[config.mk]
export PLATFORM = sky130hd
export DESIGN_NAME = ordered_deque_table
export DESIGN_NICKNAME = d
export VERILOG_FILES = /design/src/odt_pkg.sv /design/src/odt_cell.sv /design/src/ordered_deque_table.sv
export SDC_FILE = /design/constraint.sdc
export NUM_CORES = 2
export LEC_CHECK = 0
export ABC_AREA = 1
export BUFFER_PORTS_ARGS = -buffer_cell sky130_fd_sc_hd__buf_2
export CORE_AREA = 4 4 338 340
export DETAILED_ROUTE_END_ITERATION = 10
export DIE_AREA = 0 0 342 344
export PLACE_DENSITY_LB_ADDON = 0.05
export SYNTH_ARGS = -nofsm -noshare
export SYNTH_HDL_FRONTEND = slang
export SYNTH_SLANG_ARGS = --single-unit
export TNS_END_PERCENT = 50
[constraint.sdc]
create_clock -name clk -period 13.4 [get_ports clk]
set_input_delay 0.67 -clock clk [delete_from_list [all_inputs] [get_ports clk]]
set_output_delay 0.67 -clock clk [all_outputs]
set_load 0.02 [all_outputs]
[src/odt_pkg.sv]
// Package of the ordered deque table: operation and status codes, beat types.
// Depends on nothing; imported by every module of the block.
`timescale 1ns / 1ps
`default_nettype none

package odt_pkg;

  localparam int CAPACITY_DEF   = 16;
  localparam int DATA_WIDTH_DEF = 32;

  // Operation codes carried in the mode field
  typedef enum logic [2:0] {
    MODE_ADD_FRONT  = 3'd0,
    MODE_ADD_BACK   = 3'd1,
    MODE_POP_FRONT  = 3'd2,
    MODE_POP_BACK   = 3'd3,
    MODE_PEEK_FRONT = 3'd4,
    MODE_PEEK_BACK  = 3'd5,
    MODE_INSERT     = 3'd6,
    MODE_DELETE     = 3'd7
  } mode_t;

  typedef enum logic [1:0] {
    STATUS_OK        = 2'd0,
    STATUS_EMPTY     = 2'd1,
    STATUS_FULL      = 2'd2,
    STATUS_NOT_FOUND = 2'd3
  } status_t;

  // Which cell the operation lands on: first cell whose own test hits
  typedef enum logic [1:0] {
    MATCH_ALL  = 2'd0,  // front of the list
    MATCH_IDLE = 2'd1,  // first unused cell, i.e. the back
    MATCH_GE   = 2'd2,  // first used cell not smaller than the key, else the first unused cell
    MATCH_EQ   = 2'd3   // first used cell equal to the key
  } match_t;

  typedef enum logic [1:0] {
    SHIFT_HOLD  = 2'd0,
    SHIFT_OPEN  = 2'd1,  // move towards the back, key enters the gap
    SHIFT_CLOSE = 2'd2   // move towards the front over the removed cell
  } shift_t;

  typedef struct packed {
    match_t match;
    shift_t shift;
  } cell_ctrl_t;

  typedef struct packed {
    mode_t              mode;
    logic signed [31:0] value;
  } in_beat_t;

  typedef struct packed {
    logic signed [31:0] value_out;
    status_t            status;
    logic [4:0]         entries;
    logic               is_empty;
    logic               is_full;
  } out_beat_t;

endpackage

`default_nettype wire

[src/odt_cell.sv]
// One cell of the deque chain: holds one word, tests it against the key and
// shifts with its neighbours. Depends on odt_pkg.
`timescale 1ns / 1ps
`default_nettype none

module odt_cell import odt_pkg::*; #(
  parameter int IDX        = 0,
  parameter int DATA_WIDTH = DATA_WIDTH_DEF,
  parameter int FILL_W     = 5
) (
  input  wire logic                         clk,
  input  wire logic                         en,
  input  wire cell_ctrl_t                   ctrl,
  input  wire logic [FILL_W-1:0]            fill,
  input  wire logic signed [DATA_WIDTH-1:0] key,
  input  wire logic signed [DATA_WIDTH-1:0] left_data,
  input  wire logic signed [DATA_WIDTH-1:0] right_data,
  input  wire logic                         hit_in,
  input  wire logic [DATA_WIDTH-1:0]        tail_in,
  output logic signed [DATA_WIDTH-1:0]      data,
  output logic                              hit_out,
  output logic [DATA_WIDTH-1:0]             tail_out
);

  logic signed [DATA_WIDTH-1:0] data_r;
  logic signed [DATA_WIDTH-1:0] data_nxt;
  logic                         active;
  logic                         is_last;
  logic                         hit_here;

  // Position tests against the fill count
  assign active  = (FILL_W+1)'(IDX) < {1'b0, fill};
  assign is_last = {1'b0, fill} == (FILL_W+1)'(IDX + 1);

  // Own test for the landing position
  always_comb begin
    case (ctrl.match)
      MATCH_ALL:  hit_here = 1'b1;
      MATCH_IDLE: hit_here = !active;
      MATCH_GE:   hit_here = !(active && (data_r < key));
      MATCH_EQ:   hit_here = active && (data_r == key);
      default:    hit_here = 1'b0;
    endcase
  end

  assign hit_out  = hit_in | hit_here;
  assign tail_out = is_last ? data_r : tail_in;
  assign data     = data_r;

  // Shift, take the key, or hold
  always_comb begin
    data_nxt = data_r;
    case (ctrl.shift)
      SHIFT_OPEN: begin
        if (hit_in) begin
          data_nxt = left_data;
        end else if (hit_here) begin
          data_nxt = key;
        end
      end
      SHIFT_CLOSE: begin
        if (hit_out) begin
          data_nxt = right_data;
        end
      end
      default: data_nxt = data_r;
    endcase
  end

  always_ff @(posedge clk) begin
    if (en) begin
      data_r <= data_nxt;
    end
  end

endmodule

`default_nettype wire

[src/ordered_deque_table.sv]
// Ordered deque table: a bounded list of signed words, front to back.
// Channels: in_valid/in_ready/in_data carry one operation per beat (mode and
// value); out_valid/out_ready/out_data carry one result beat per operation
// with the value, status, entry count and empty and full flags.
// Operations: add at either end, pop or peek at either end, insert before
// the first entry not smaller than the value, delete the first equal entry.
// Latency: the result is shown the cycle after the operation is taken.
// Throughput: one operation per cycle. Every operation is done by a chain of
// CAPACITY cells that test the key and shift against their neighbours in the
// same cycle, so the ripple of the hit flag along the chain sets the clock.
// The result sits in an output register; while the receiver stalls, a new
// operation is taken only in the cycle that the waiting result leaves.
// Reset (rst_n low at a clock edge) empties the list and drops any result.
// Depends on odt_pkg and odt_cell.
`timescale 1ns / 1ps
`default_nettype none

module ordered_deque_table import odt_pkg::*; #(
  parameter int CAPACITY   = CAPACITY_DEF,
  parameter int DATA_WIDTH = DATA_WIDTH_DEF
) (
  input  wire logic      clk,
  input  wire logic      rst_n,
  input  wire logic      in_valid,
  output logic           in_ready,
  input  wire in_beat_t  in_data,
  output logic           out_valid,
  input  wire logic      out_ready,
  output out_beat_t      out_data
);

  localparam int FILL_W = $clog2(CAPACITY + 1);

  logic [FILL_W-1:0]            fill_r;
  logic [FILL_W-1:0]            fill_nxt;
  logic                         out_valid_r;
  logic                         out_valid_nxt;
  out_beat_t                    out_r;
  out_beat_t                    out_nxt;
  logic                         accept;
  logic                         full;
  logic                         empty;
  cell_ctrl_t                   ctrl;
  logic signed [DATA_WIDTH-1:0] key;
  logic [DATA_WIDTH+31:0]       key_ext;
  logic signed [DATA_WIDTH-1:0] res;
  logic [DATA_WIDTH+31:0]       res_ext;
  status_t                      status;
  logic [FILL_W+4:0]            fill_ext;

  logic signed [DATA_WIDTH-1:0] cell_data [CAPACITY];
  logic [CAPACITY:0]            hit;
  logic [DATA_WIDTH-1:0]        tail [CAPACITY+1];

  assign accept   = in_valid && in_ready;
  assign in_ready = !out_valid_r || out_ready;
  assign full     = fill_r == FILL_W'(CAPACITY);
  assign empty    = fill_r == '0;

  // Wrap the incoming word to the storage width
  assign key_ext = {{DATA_WIDTH{in_data.value[31]}}, in_data.value};
  assign key     = key_ext[DATA_WIDTH-1:0];

  // Chain of cells
  assign hit[0]  = 1'b0;
  assign tail[0] = '0;

  for (genvar i = 0; i < CAPACITY; i++) begin : g_cell
    logic signed [DATA_WIDTH-1:0] left_d;
    logic signed [DATA_WIDTH-1:0] right_d;

    if (i == 0) begin : g_first
      assign left_d = key;
    end else begin : g_mid_l
      assign left_d = cell_data[i-1];
    end

    if (i == CAPACITY - 1) begin : g_last
      assign right_d = key;
    end else begin : g_mid_r
      assign right_d = cell_data[i+1];
    end

    odt_cell #(
      .IDX        (i),
      .DATA_WIDTH (DATA_WIDTH),
      .FILL_W     (FILL_W)
    ) u_cell (
      .clk        (clk),
      .en         (accept),
      .ctrl       (ctrl),
      .fill       (fill_r),
      .key        (key),
      .left_data  (left_d),
      .right_data (right_d),
      .hit_in     (hit[i]),
      .tail_in    (tail[i]),
      .data       (cell_data[i]),
      .hit_out    (hit[i+1]),
      .tail_out   (tail[i+1])
    );
  end

  // Decode the operation into chain control, result and new count
  always_comb begin
    ctrl.match = MATCH_ALL;
    ctrl.shift = SHIFT_HOLD;
    res        = '0;
    status     = STATUS_OK;
    fill_nxt   = fill_r;
    unique case (in_data.mode)
      MODE_ADD_FRONT, MODE_ADD_BACK, MODE_INSERT: begin
        if (in_data.mode == MODE_ADD_BACK) begin
          ctrl.match = MATCH_IDLE;
        end else if (in_data.mode == MODE_INSERT) begin
          ctrl.match = MATCH_GE;
        end
        if (full) begin
          status = STATUS_FULL;
        end else begin
          ctrl.shift = SHIFT_OPEN;
          fill_nxt   = fill_r + FILL_W'(1);
        end
      end
      MODE_POP_FRONT, MODE_PEEK_FRONT: begin
        if (empty) begin
          res    = '1;
          status = STATUS_EMPTY;
        end else begin
          res = cell_data[0];
          if (in_data.mode == MODE_POP_FRONT) begin
            ctrl.shift = SHIFT_CLOSE;
            fill_nxt   = fill_r - FILL_W'(1);
          end
        end
      end
      MODE_POP_BACK, MODE_PEEK_BACK: begin
        if (empty) begin
          res    = '1;
          status = STATUS_EMPTY;
        end else begin
          res = tail[CAPACITY];
          if (in_data.mode == MODE_POP_BACK) begin
            fill_nxt = fill_r - FILL_W'(1);
          end
        end
      end
      MODE_DELETE: begin
        ctrl.match = MATCH_EQ;
        if (empty) begin
          res    = '1;
          status = STATUS_EMPTY;
        end else if (!hit[CAPACITY]) begin
          status = STATUS_NOT_FOUND;
        end else begin
          res        = key;
          ctrl.shift = SHIFT_CLOSE;
          fill_nxt   = fill_r - FILL_W'(1);
        end
      end
    endcase
  end

  // Form the result beat
  assign res_ext  = {{32{res[DATA_WIDTH-1]}}, res};
  assign fill_ext = {5'b0, fill_nxt};

  always_comb begin
    out_nxt.value_out = res_ext[31:0];
    out_nxt.status    = status;
    out_nxt.entries   = fill_ext[4:0];
    out_nxt.is_empty  = fill_nxt == '0;
    out_nxt.is_full   = fill_nxt == FILL_W'(CAPACITY);
  end

  // Hold the result until taken
  assign out_valid_nxt = accept ? 1'b1 : (out_ready ? 1'b0 : out_valid_r);

  always_ff @(posedge clk) begin
    if (!rst_n) begin
      fill_r      <= '0;
      out_valid_r <= 1'b0;
    end else begin
      out_valid_r <= out_valid_nxt;
      if (accept) begin
        fill_r <= fill_nxt;
      end
    end
  end

  always_ff @(posedge clk) begin
    if (accept) begin
      out_r <= out_nxt;
    end
  end

  assign out_valid = out_valid_r;
  assign out_data  = out_r;

endmodule

`default_nettype wire

==> After elaboration in Yosys (flattened, before gate mapping) <==
Index checks and enable logic that the tools add are counted.
{ "totals": {"reg_bits": 559, "in_bits": 39, "output_inout_bits": 43} }
{ "classes": {"add_sub_neg": 2, "n_lt_le_gt_ge": 32, "eq_ne": 77, "n_mux": 124, "bitwise_logic": 15, "n_reduce_logical": 93} }
{ "ops": {"columns": ["cell", "count"], "rows": [
  ["$mux 32", 67],
  ["$pmux 32 s2", 16],
  ["$eq 32x32->1", 16],
  ["$lt 32x32->1", 16],
  ["$pmux 32 s3", 1],
  ["$pmux 1 s4", 16],
  ["$reduce_and 4->1", 16],
  ["$ne 3x1->1 const B", 15],
  ["$eq 5x4->1 const B", 8],
  ["$lt 4x5->1 const A", 8],
  ["$mux 5", 7],
  ["$ne 2x1->1 const B", 17],
  ["$logic_and 1x1->1", 33],
  ["$logic_not 1->1", 33],
  ["$eq 5x3->1 const B", 4],
  ["$lt 3x5->1 const A", 4],
  ["$pmux 5 s4", 1],
  ["$mux 2", 9],
  ["$or 1x1->1", 15],
  ["$eq 3x3->1 const B", 4],
  ["$pmux 2 s3", 2],
  ["$eq 5x2->1 const B", 2],
  ["$eq 5x5->1 const B", 2],
  ["$logic_not 5->1", 2],
  ["18 further kinds", 29]
]} }

==> Longest topological paths before layout <==
{ "logic_depth": {"word_depth": 27, "ltp_mapped": 36, "ltp_nobuf": 36} }

==> By module <==
A second synthesis with hierarchy kept.
{ "unflattened": {"cells_unflattened": 5892, "hier_area_um2": 51160.3} }
{ "modules_own_cells": {"columns": ["mod", "instances", "cells_each", "area_per_inst_um2"], "rows": [
  ["odt_cell at g_cell[15].u_cell", 1, 343, 3105.5],
  ["odt_cell at g_cell[5].u_cell", 1, 340, 3096.7],
  ["odt_cell at g_cell[10].u_cell", 1, 374, 3094.2],
  ["odt_cell at g_cell[13].u_cell", 1, 338, 3093.0],
  ["odt_cell at g_cell[4].u_cell", 1, 340, 3090.5],
  ["odt_cell at g_cell[8].u_cell", 1, 343, 2990.4],
  ["ordered_deque_table", 1, 409, 2990.4],
  ["odt_cell at g_cell[0].u_cell", 1, 344, 2985.4],
  ["odt_cell at g_cell[14].u_cell", 1, 348, 2985.4],
  ["odt_cell at g_cell[6].u_cell", 1, 339, 2982.9],
  ["odt_cell at g_cell[12].u_cell", 1, 341, 2976.6],
  ["odt_cell at g_cell[2].u_cell", 1, 342, 2966.6],
  ["odt_cell at g_cell[11].u_cell", 1, 338, 2964.1],
  ["odt_cell at g_cell[9].u_cell", 1, 340, 2964.1],
  ["+3 rows", null, null, null]
]} }

==> Worst setup path after synthesis <==
No wires, ideal clock.
{ "synth_path": {"path_type": "input to register", "from": "in in_data[31] in the netlist's numbering", "to": "reg g_cell[9].u_cell.data_r[0] (enable)", "arrival_time_ns": 7.797, "required_time_ns": 13.012, "path_slack_ns": 5.216, "stages": 28, "path_buffers": 0, "path_cell_list": "inv_1 > ha_1 > a21oi_1 > a21boi_1 > nand2_1 > a21oi_1 > nand2_1 > nand2_1 > nand3_1 > a21oi_1 > nand4_4 > nor2_8 > nand4_4 > nor2_4 > nand4_2 > nor2_4 > nand3_4 > nand2_1 > inv_1 > nand2_1 > nand2_1 > inv_1 > ha_1 > nor2_1 > inv_1 > a31oi_1 > o21bai_1 > a21o_1"} }
{ "synth_via": {"elab_chain_len": 25, "word_cells_on_any_way": 120} }
{ "synth_rtl": {"columns": ["item", "line_no", "rtl"], "rows": [
  ["start, declared", "ordered_deque_table.sv:26", "input wire in_beat_t in_data,"],
  ["$lt 32x32->1", "odt_cell.sv:40", "MATCH_GE: hit_here = !(active && (data_r < key));"],
  ["$logic_and 1x1->1", "odt_cell.sv:40", null],
  ["$logic_not 1->1", "odt_cell.sv:40", null],
  ["$pmux 1 s4", "odt_cell.sv:37", "case (ctrl.match)"],
  ["$or 1x1->1 (15 in series)", "odt_cell.sv:46", "assign hit_out = hit_in | hit_here;"],
  ["$mux 2", "ordered_deque_table.sv:153", "end else if (!hit[CAPACITY]) begin"],
  ["$mux 2", "ordered_deque_table.sv:150", "if (empty) begin"],
  ["$pmux 2 s3", "ordered_deque_table.sv:111", "unique case (in_data.mode)"],
  ["$eq 2x1->1 or $eq 2x2->1 (tied branches)", "odt_cell.sv:53", "case (ctrl.shift)"],
  ["$ne 3x1->1 (no line), or another cell as far along", null, null],
  ["$reduce_and 4->1 (no line) (*)", null, null],
  ["end signal, assigned", "odt_cell.sv:72", "data_r <= data_nxt;"],
  ["end, declared", "odt_cell.sv:25", "logic signed [DATA_WIDTH-1:0] data_r;"]
]} }
Every way passes the cells marked *; elsewhere a longest branch is shown, timed or not.
A chain may end at the register's enable or synchronous reset.

==> Worst setup path in the final report <==
{ "layout_path": {"from": "in in_data[17] in the netlist's numbering", "to": "reg g_cell[9].u_cell.data_r[4] (enable)"} }
Same word-level chain as after synthesis.

==> impl_results.md <==
* Die X at 342 microns
* Detailed Routing Iterations Pass 1 at 8
* Placed Cells at 6701
* DRT Wirelength at 203 mm
* Initial core utilization at 0.397
* Vias/cell at 6.28
* Clock latency on the worst-skew pair at 0.66 ns
* Crit-path slowest cell: inv_1
* # DRC at 0
* # port buffers at 81
* Post-Syn Nets at 5918
* Final setup viols at 0
* Startpoint Class: input port
* DR iter-0 viols at 6520
* Fin crit period at 8.89 ns
* Largest family of logic cells by synthesized area: compound AO/OA/AOI/OAI gates
* Compound-gate portion of the synthesized area at 0.208
* Clock transition at path regs at 0.06 ns
* Grt ovf at 0
* Final Hold Slack at 0.297 ns
* VDD IR max at 97.9 uV
* IO Count at 82
* Crit Path Class: in -> reg
* Placer congestion estimate at 0.954
* Final Hold Viols at 0
* Crit path buf inv count at 10
* Critical Path RT at 13.67 ns
* FFs w/ async S/R, synth at 0
* Setup Total Neg Slack at 0 ns
* Most common cell after layout, fill and taps aside: nand2_1
* Root Buffer: clkbuf_16
* Avg Cell Area, Syn at 8.26 sq um
* Post-synthesis xor/xnor area fraction at 0.000593
* Sequential share of the synthesized area at 0.378
* Vias in the first global route at 38200
* H-tree depth at 3
* Fin Clk Skew at 0.0314 ns
* Netlist cell types at 62
* Max-Slew Margin vs Limit at 0.138
* Fmax at 112 MHz
* YS warnings at 0
* Measured slew at the worst slew-check pin at 1.29 ns
* Most Frequent Cell on Critical Path: nand2_1
* Postcts setup bufs at 0
* CP max FO at 66
* FF+latch count, synth at 559
* Final Power at 6.19 mW
* CTS max path bufs at 3
* Area delta synth->final at 9.81%
* Met2 wire len at 79.3 mm
* Post_cts resized at 0
* Fin crit share at 0.663
* FP Rows at 123
* CTS tree: yes
* Die Area at 118000 sq um
* Post-Layout Cell Count at 6839
* Leak pwr at 20.1 nW
* Area share of fa/ha/maj cells after synthesis at 0.147
* Most frequent cells in the layout: 1048 x nand2_1, 556 x nand3_1, 553 x edfxtp_1
* Largest net degree at the start of global routing at 190
* Share of cells above drive strength 1 at 0.0681
* First-pass GRT wire length at 288 mm
* Main synth FF type: edfxtp_1
* Total global-route track usage at 0.335
* DIE HEIGHT at 344 microns
* Hpwl dp at 146 mm
* Gate Count Post-Synth at 5360
* Max cap viols at 0
* Top sig layer: met4
* Post-Synth Simple-Gate Area at 0.194
* Initial antenna violation count at 14
* CTS Sinks at 559
* Mux contribution to synthesized area at 0
* Crit path largest cell delay at 0.92 ns
* Post-synth EDFFs at 553
* Num CTS Buffers at 72
* DRT met1 WL at 96.0 mm
* Routed vias at 42900
* HP Class: in -> reg
* WL met3 at 22.6 mm
* Layout Nets at 5833
* Status: finished clean
* Mapped cell area at 44300 sq um
* Avg WL per Cell at 29.7 microns
* Slew Limit Fails at 0
* RSZ-0062 raised after global routing: false
* Critical Path End Type: register
* WP data arrival at 9.16 ns
* Antenna-violating nets left at 0
* Core Region at 112000 sq um
* Cts hold-fix bufs at 0
* PwrDens at 127 nW/um^2
* Top delay family on crit path: simple AND/OR/NAND/NOR gates
==> cell families (layout without fill, tap and decap cells) <==
| kind of cell | Yosys count | in the layout |
|---|---|---|
| XOR/XNOR | 3 | 3 |
| flip-flops | 559 | 559 |
| adder cells (fa/ha/maj) | 519 | 519 |
| AND/OR/NAND/NOR | 1983 | 1983 |
| other | 0 | 9 |
| buffers and inverters | 839 | 809 |
| AO/OA/AOI/OAI | 1457 | 1457 |
==> synth_stat cells, types with 13 or more instances <==
master	instances	area [sq um]
nor3_1	29	145
o22ai_1	15	93.8
a22oi_1	23	173
o21a_1	24	180
ha_1	519	6490
buf_2	13	65.1
inv_1	476	1790
o21ai_0	408	2040
o221ai_1	171	1500
nand3_1	558	2790
clkbuf_1	275	1030
nor4_1	21	131
a21oi_1	333	1670
nand4_1	60	375
o31ai_1	23	173
buf_1	47	176
nor2_1	224	841
o211ai_1	349	2620
o21ai_1	35	175
inv_2	21	78.8
nand2_1	1054	3960
edfxtp_1	553	16600
==> worst register-to-register path: cells and delay by family, from the launching register on <==
| kind | cells | cell delay [ns] |
|---|---|---|
| flip-flops | 1 | 0.49 |
| adder cells (fa/ha/maj) | 2 | 0.55 |
| buffers and inverters | 9 | 2.59 |
| AND/OR/NAND/NOR | 22 | 3.88 |
| AO/OA/AOI/OAI | 3 | 0.60 |
==> stage by stage <==
step                      worst slack [ns]   util  area, sq um
after floorplan                       5.22      -        44300
after global placement                4.07  0.414        46200
after detailed placement              3.98  0.414        46200
after CTS                             4.68  0.436        48600
after global routing                  4.01  0.436        48600
final                                 4.51  0.436        48600
==> worst paths after layout <==
kind | startpoint | to | slack, ns | cells past startpoint
max reg2reg | g_cell[0].u_cell.data[14] | g_cell[9].u_cell.data[4] | 4.89 | 36
min | rst_n | fill_r[0] | 0.30 | 3
max | in_data[17] | g_cell[9].u_cell.data[4] | 4.51 | 39
min reg2reg | out_valid | out_valid | 0.51 | 2
==> registers in the layout, summed over array words and instances, names as in the netlist <==
register / count
out_valid: 1
out_data: 41
fill_r: 5
g_cell.u_cell.data: 512
==> report_power, final <==
group / switching, mW / internal [mW] / total [mW]
combinational: 1.19 / 0.510 / 1.70
sequential: 0.223 / 2.20 / 2.42
clock: 0.838 / 1.23 / 2.07
total: 2.25 / 3.94 / 6.19
==> layout make-up <==
cell class | instances | area (sq um)
Antenna cell | 9 | 22.5
Clock buffer | 87 | 1920
Clock inverter | 42 | 483
Fill cell | 11200 | 62900
Inverter | 499 | 1880
Multi-Input combinational cell | 3962 | 24500
Sequential cell | 559 | 16700
Tap cell | 1500 | 1880
Timing Repair Buffer | 181 | 1190
==> per-layer routing <==
| metal | up-vias | global-route usage |
|---|---|---|
| met5 | - | 0 |
| met4 | 0 | 0.0913 |
| met3 | 215 | 0.0617 |
| met2 | 2625 | 0.447 |
| met1 | 20700 | 0.539 |
| li1 | 19400 | - |
(Power assumes the default switching activity.)
